$ cat src/hdl/rfle_pkg.sv
// Shared types and constants for the repeat-flag LEB128 encoder.
// No dependencies.
`default_nettype none

package rfle_pkg;

  localparam int unsigned VALUE_W    = 32;
  localparam int unsigned DIGIT_W    = 8;
  localparam int unsigned GROUP_BITS = 7;
  localparam int unsigned CMP_STEPS  = VALUE_W / DIGIT_W;
  localparam int unsigned CNT_W      = $clog2(CMP_STEPS);

  localparam logic       KIND_FLAG = 1'b0;
  localparam logic       KIND_BYTE = 1'b1;
  localparam logic [7:0] CONT_BIT  = 8'h80;

  typedef struct packed {
    logic       kind;
    logic [7:0] payload;
    logic       last;
  } token_t;

endpackage

`default_nettype wire

$ cat src/hdl/rfle_out_reg.sv
// Output holding register for encoder tokens.
// Depends on rfle_pkg.
`default_nettype none

module rfle_out_reg
  import rfle_pkg::*;
(
  input  wire logic   clk,
  input  wire logic   rst_n,
  input  wire logic   load,
  input  wire token_t load_tok,
  output logic        can_load,
  input  wire logic   out_tready,
  output logic        out_tvalid,
  output token_t      out_tok
);

  logic   valid_r;
  token_t tok_r;

  assign can_load   = !valid_r || out_tready;
  assign out_tvalid = valid_r;
  assign out_tok    = tok_r;

  always_ff @(posedge clk) begin
    if (!rst_n) begin
      valid_r <= 1'b0;
    end else if (can_load) begin
      valid_r <= load;
    end
  end

  always_ff @(posedge clk) begin
    if (can_load && load) begin
      tok_r <= load_tok;
    end
  end

endmodule

`default_nettype wire

$ cat src/hdl/repeat_flag_leb128_encoder_top.sv
// Repeat-flag encoder with LEB128 varint output for 32-bit values.
// Depends on rfle_pkg and rfle_out_reg.
//
//  channel | ports     | tdata                  | tuser          | tlast
//  input   | in_t*     | [31:0] value           | -              | -
//  output  | out_t*    | [7:0] payload          | [0] token_kind | last
//
// First value after reset: stored as reference, no output.
// Later values: accepted, then compared (one byte per cycle through
// a rotating shift register), then one cycle per token unless the output
// stalls: 1 flag token, plus 1 to 5 LEB128 bytes if the value changed.
// Output stalls hold the sequencer; the next item is taken while the
// last token still waits in the output register.
// Reset is synchronous, active low, and clears the reference.
`default_nettype none

module repeat_flag_leb128_encoder_top
  import rfle_pkg::*;
(
  input  wire logic        clk,
  input  wire logic        rst_n,
  input  wire logic        in_tvalid,
  output logic             in_tready,
  input  wire logic [31:0] in_tdata,   // [31:0] value
  output logic             out_tvalid,
  input  wire logic        out_tready,
  output logic [7:0]       out_tdata,  // [7:0] payload
  output logic             out_tuser,  // [0] token_kind
  output logic             out_tlast
);

  localparam logic [1:0] ST_IDLE  = 2'd0;
  localparam logic [1:0] ST_CMP   = 2'd1;
  localparam logic [1:0] ST_FLAG  = 2'd2;
  localparam logic [1:0] ST_BYTES = 2'd3;

  logic [1:0]         state_r, state_nxt;
  logic [CNT_W-1:0]   cnt_r, cnt_nxt;
  logic               have_ref_r, have_ref_nxt;
  logic               diff_r, diff_nxt;
  logic [VALUE_W-1:0] ref_r, ref_nxt;
  logic [VALUE_W-1:0] sh_r, sh_nxt;

  logic               in_xfer;
  logic               can_load;
  logic               load;
  token_t             load_tok;
  token_t             out_tok;
  logic [VALUE_W-1:0] rest;
  logic               rest_zero;

  assign in_tready = (state_r == ST_IDLE);
  assign in_xfer   = in_tvalid && in_tready;
  assign rest      = sh_r >> GROUP_BITS;
  assign rest_zero = (rest == '0);

  always_comb begin
    state_nxt    = state_r;
    cnt_nxt      = cnt_r;
    have_ref_nxt = have_ref_r;
    diff_nxt     = diff_r;
    ref_nxt      = ref_r;
    sh_nxt       = sh_r;
    load         = 1'b0;
    load_tok     = '0;
    case (state_r)
      ST_IDLE: begin
        if (in_xfer) begin
          if (!have_ref_r) begin
            ref_nxt      = in_tdata;
            have_ref_nxt = 1'b1;
          end else begin
            sh_nxt    = in_tdata;
            cnt_nxt   = '0;
            diff_nxt  = 1'b0;
            state_nxt = ST_CMP;
          end
        end
      end
      ST_CMP: begin
        // compare low byte, rotate both words so they return intact
        diff_nxt = diff_r || (sh_r[DIGIT_W-1:0] != ref_r[DIGIT_W-1:0]);
        sh_nxt   = {sh_r[DIGIT_W-1:0], sh_r[VALUE_W-1:DIGIT_W]};
        ref_nxt  = {ref_r[DIGIT_W-1:0], ref_r[VALUE_W-1:DIGIT_W]};
        cnt_nxt  = cnt_r + CNT_W'(1);
        if (cnt_r == CNT_W'(CMP_STEPS - 1)) begin
          state_nxt = ST_FLAG;
        end
      end
      ST_FLAG: begin
        load_tok.kind    = KIND_FLAG;
        load_tok.payload = {7'd0, diff_r};
        load_tok.last    = !diff_r;
        if (can_load) begin
          load = 1'b1;
          if (diff_r) begin
            ref_nxt   = sh_r;
            state_nxt = ST_BYTES;
          end else begin
            state_nxt = ST_IDLE;
          end
        end
      end
      ST_BYTES: begin
        load_tok.kind    = KIND_BYTE;
        load_tok.payload = {1'b0, sh_r[GROUP_BITS-1:0]} | (rest_zero ? 8'd0 : CONT_BIT);
        load_tok.last    = rest_zero;
        if (can_load) begin
          load   = 1'b1;
          sh_nxt = rest;
          if (rest_zero) begin
            state_nxt = ST_IDLE;
          end
        end
      end
      default: begin
        state_nxt = ST_IDLE;
      end
    endcase
  end

  always_ff @(posedge clk) begin
    if (!rst_n) begin
      state_r    <= ST_IDLE;
      cnt_r      <= '0;
      have_ref_r <= 1'b0;
      diff_r     <= 1'b0;
      ref_r      <= '0;
    end else begin
      state_r    <= state_nxt;
      cnt_r      <= cnt_nxt;
      have_ref_r <= have_ref_nxt;
      diff_r     <= diff_nxt;
      ref_r      <= ref_nxt;
    end
  end

  always_ff @(posedge clk) begin
    sh_r <= sh_nxt;
  end

  rfle_out_reg u_out_reg (
    .clk        (clk),
    .rst_n      (rst_n),
    .load       (load),
    .load_tok   (load_tok),
    .can_load   (can_load),
    .out_tready (out_tready),
    .out_tvalid (out_tvalid),
    .out_tok    (out_tok)
  );

  assign out_tdata = out_tok.payload;
  assign out_tuser = out_tok.kind;
  assign out_tlast = out_tok.last;

endmodule

`default_nettype wire
$ cat config.mk
export PLATFORM = sky130hd
export DESIGN_NAME = repeat_flag_leb128_encoder_top
export DESIGN_NICKNAME = d
export VERILOG_FILES = /design/src/hdl/rfle_pkg.sv /design/src/hdl/rfle_out_reg.sv /design/src/hdl/repeat_flag_leb128_encoder_top.sv
export SDC_FILE = /design/constraint.sdc
export NUM_CORES = 1
export LEC_CHECK = 0
export BUFFER_PORTS_ARGS = -buffer_cell sky130_fd_sc_hd__buf_2
export CORE_MARGIN = 2
export CORE_UTILIZATION = 60
export DETAILED_ROUTE_END_ITERATION = 7
export HOLD_SLACK_MARGIN = 0.15
export PLACE_DENSITY = 0.9
export SLEW_MARGIN = 20
export SYNTH_ARGS = -nofsm -noshare
export SYNTH_HDL_FRONTEND = slang
export SYNTH_SLANG_ARGS = --single-unit
export TNS_END_PERCENT = 30
$ cat constraint.sdc
create_clock -name clk -period 5.9 [get_ports clk]
set_input_delay 0.59 -clock clk [delete_from_list [all_inputs] [get_ports clk]]
set_output_delay 0.59 -clock clk [all_outputs]
set_load 0.01 [all_outputs]
==> flow_metrics.tcl <==
set metrics [dict create \
    yosysTopAreaCell "edfxtp_1" \
    fillCellCount 571 \
    ys_types 45 \
    synth_top_area_frac 0.2855 \
    yosys_warnings 0 \
    fin_crit_sh 0.5125 \
    grt_max_degree 65 \
    crit_chain "ha_1, buf_4, a21o_1, o21ai_0, a21boi_1" \
    tightest_slew_ns 1.099 \
    nets 522 \
    multi_input_area_um2 2166 \
    status "completed" \
    postCtsHoldBufs 0 \
    die_h_um 89.81 \
    slowest_stage "a21o_1" \
    yosys-top-cells-area "edfxtp_1 29%, dfxtp_1 18%, a22oi_1 9.7%" \
    track_usage 0.2999 \
    power.density_nw_per_um2 525.8 \
    critPathCaptureType "flop" \
    cts_sinks 81 \
    synth_seq_area_share 0.4622 \
    critPathKind "flop to flop" \
    cap_viol_max_count 0 \
    syn_inst 458 \
    regArea_um2 2042 \
    finalCriticalPeriod_ns 3.024 \
    wire_per_inst_um 20.71 \
    hold_ws_ns 0.4812 \
    setup_violations 0 \
    drv_slew 0 \
    numCtsBuffers 9 \
    synth_compound_area_frac 0.3059 \
    yosys.area_share.xor_xnor 0.01586 \
    ys_ff_latch 81 \
    drtPass1Iterations 6 \
    clk_pin_slew_ns 0.09 \
    wl_um 12100 \
    initialDrtViolationCount 683 \
    dieArea_um2 8066 \
    path_buf_inv 1 \
    grt_pass1_vias 3645 \
    io_buffers 47 \
    async_flop_share 0 \
    fin_area_um2 4817 \
    synthAdderAreaFrac 0.01699 \
    max_slew_margin 0.2675 \
    antenna_cells 0 \
    post-cts-setup-buffer-count 0 \
    synth_top_family_by_area "compound AO/OA/AOI/OAI gates" \
    num_rows 31 \
    via_count 3965 \
    viasPerCell 6.789 \
    root_buffer "clkbuf_8" \
    clock_latency_ns 0.38 \
    area_growth_pct 9.034 \
    overflow 0 \
    syn_avg_cell_area_um2 9.646 \
    die_w_um 89.81 \
    setup_tns_ns 0 \
    syn_nets 500 \
    synthFlopType "edfxtp_1" \
    start_util 0.6157 \
    arrival_ns 3.34 \
    rsz0062_at_grt "no" \
    gp_congestion 0.8960 \
    placed_area_um2 4617 \
    leakagePower_uw 0.001716 \
    synth.cells.most_frequent "88 x nand2_1, 57 x a22oi_1, 42 x edfxtp_1, 39 x dfxtp_1, 34 x o2111ai_1" \
    netlist_area_um2 4418 \
    cts_tree "yes" \
    max_stage_delay_ns 0.85 \
    dpl.cell_count 568 \
    drcViolationCount 0 \
    finalHoldViolations 0 \
    synth_edf_count 42 \
    cp_max_fo 32 \
    yosys.area_share.simple 0.1408 \
    fin_cells 584 \
    irDropWorstVdd_uv 231.5 \
    drt.antenna.violating_nets 0 \
    finClkSkew_ns 0.01038 \
    utilization 0.6713 \
    max_clock_freq_mhz 330.7 \
    core_area_um2 7176 \
    grt_pass1_wl_um 19060 \
    post_cts_resized 0 \
    grt_antenna_before_repair 0 \
    required_ns 6.21 \
    place_hpwl_um 7703 \
    cts_buffer_depth 2 \
    start_kind "flop" \
    h-tree-depth 3 \
    yosysMostFrequentCell "nand2_1" \
    drive_above_1_share 0.1670 \
    hp-class "flop to flop" \
    muxShareOfSynthArea 0.004531 \
    ioPinCount 48 \
    cpLargestDelayFamily "compound AO/OA/AOI/OAI gates" \
]
## area by class of cell
class	instances	area share
well taps	99	0.02571
clock inverters	4	0.004935
flip-flops and latches	81	0.4239
clock buffers	12	0.03455
repair buffers	53	0.05818
multi-input cells	331	0.4496
inverters	4	0.003117
## per-stage QoR
stage | power [uW] | setup WS (ns)
floorplan | 1824 | 1.980
global route | 2658 | 2.695
CTS | 2485 | 2.958
global placement | 2046 | 3.058
finish | 2533 | 2.876
detailed placement | 2093 | 2.996
## state kept, by name, summed over array words and instances (netlist names)
| register | flops |
|---|---|
| diff_r | 1 |
| have_ref_r | 1 |
| u_out_reg.out_tok | 10 |
| sh_r | 32 |
| state_r | 2 |
| u_out_reg.out_tvalid | 1 |
| ref_r | 32 |
| cnt_r | 2 |
## cells by family (layout without fill, tap and decap cells)
group | Yosys count | after routing
AO/OA/AOI/OAI | 183 | 183
XOR/XNOR | 8 | 8
adder cells (fa/ha/maj) | 6 | 6
buffers and inverters | 46 | 73
flip-flops | 81 | 81
multiplexers | 2 | 2
AND/OR/NAND/NOR | 132 | 132
## worst register-to-register path, delay by kind of cell, from the launching register on
| family | cells | cell delay, ns |
|---|---|---|
| AOI/OAI and AO/OA | 3 | 1.31 |
| DFF | 1 | 0.43 |
| buffers and inverters | 1 | 0.41 |
| adders and majority gates | 1 | 0.82 |
## routing by layer
layer | track usage | share of wire | vias to the layer above
li1 | - | - | 1780
met1 | 0.4062 | 0.39 | 1878
met2 | 0.4792 | 0.47 | 271
met3 | 0.04526 | 0.098 | 36
met4 | 0.1385 | 0.036 | 0
met5 | 0 | 0 | -
## layout by cell type (no fill, tap or decap), types with 3 or more instances in the layout
cell type	Yosys	layout
o21ai_1	32	32
nand3_1	4	4
ha_1	6	4
nand4_1	3	3
edfxtp_1	42	42
dfxtp_1	39	39
a22o_1	4	4
nor4_1	5	5
buf_4	2	6
xnor2_1	8	8
nor2b_1	6	6
clkbuf_8	0	10
buf_2	22	47
a21oi_1	3	3
o2111ai_1	34	34
o21ai_0	8	8
nand2_1	88	88
and2_1	8	8
nand2b_1	7	7
inv_1	3	3
nor2_1	3	3
a21boi_1	33	33
a22oi_1	57	57
## worst paths after layout
kind,from,endpoint,slack (ns),cells after the start
hold reg to reg,ref_r[13],ref_r[13],0.48,2
setup reg to reg,state_r[1],ref_r[25],2.88,5
hold / removal,ref_r[13],ref_r[13],0.48,2
setup / recovery,state_r[1],ref_r[25],2.88,5
## report_power, final
| part | total (uW) | internal [uW] | leakage [uW] | switching [uW] |
|---|---|---|---|---|
| Combinational | 1060 | 377 | 0.000901 | 681 |
| Sequential | 1070 | 860 | 0.000718 | 213 |
| Clock | 401 | 189 | 0.0000978 | 212 |
No activity file was read; power rests on OpenSTA's default activity.
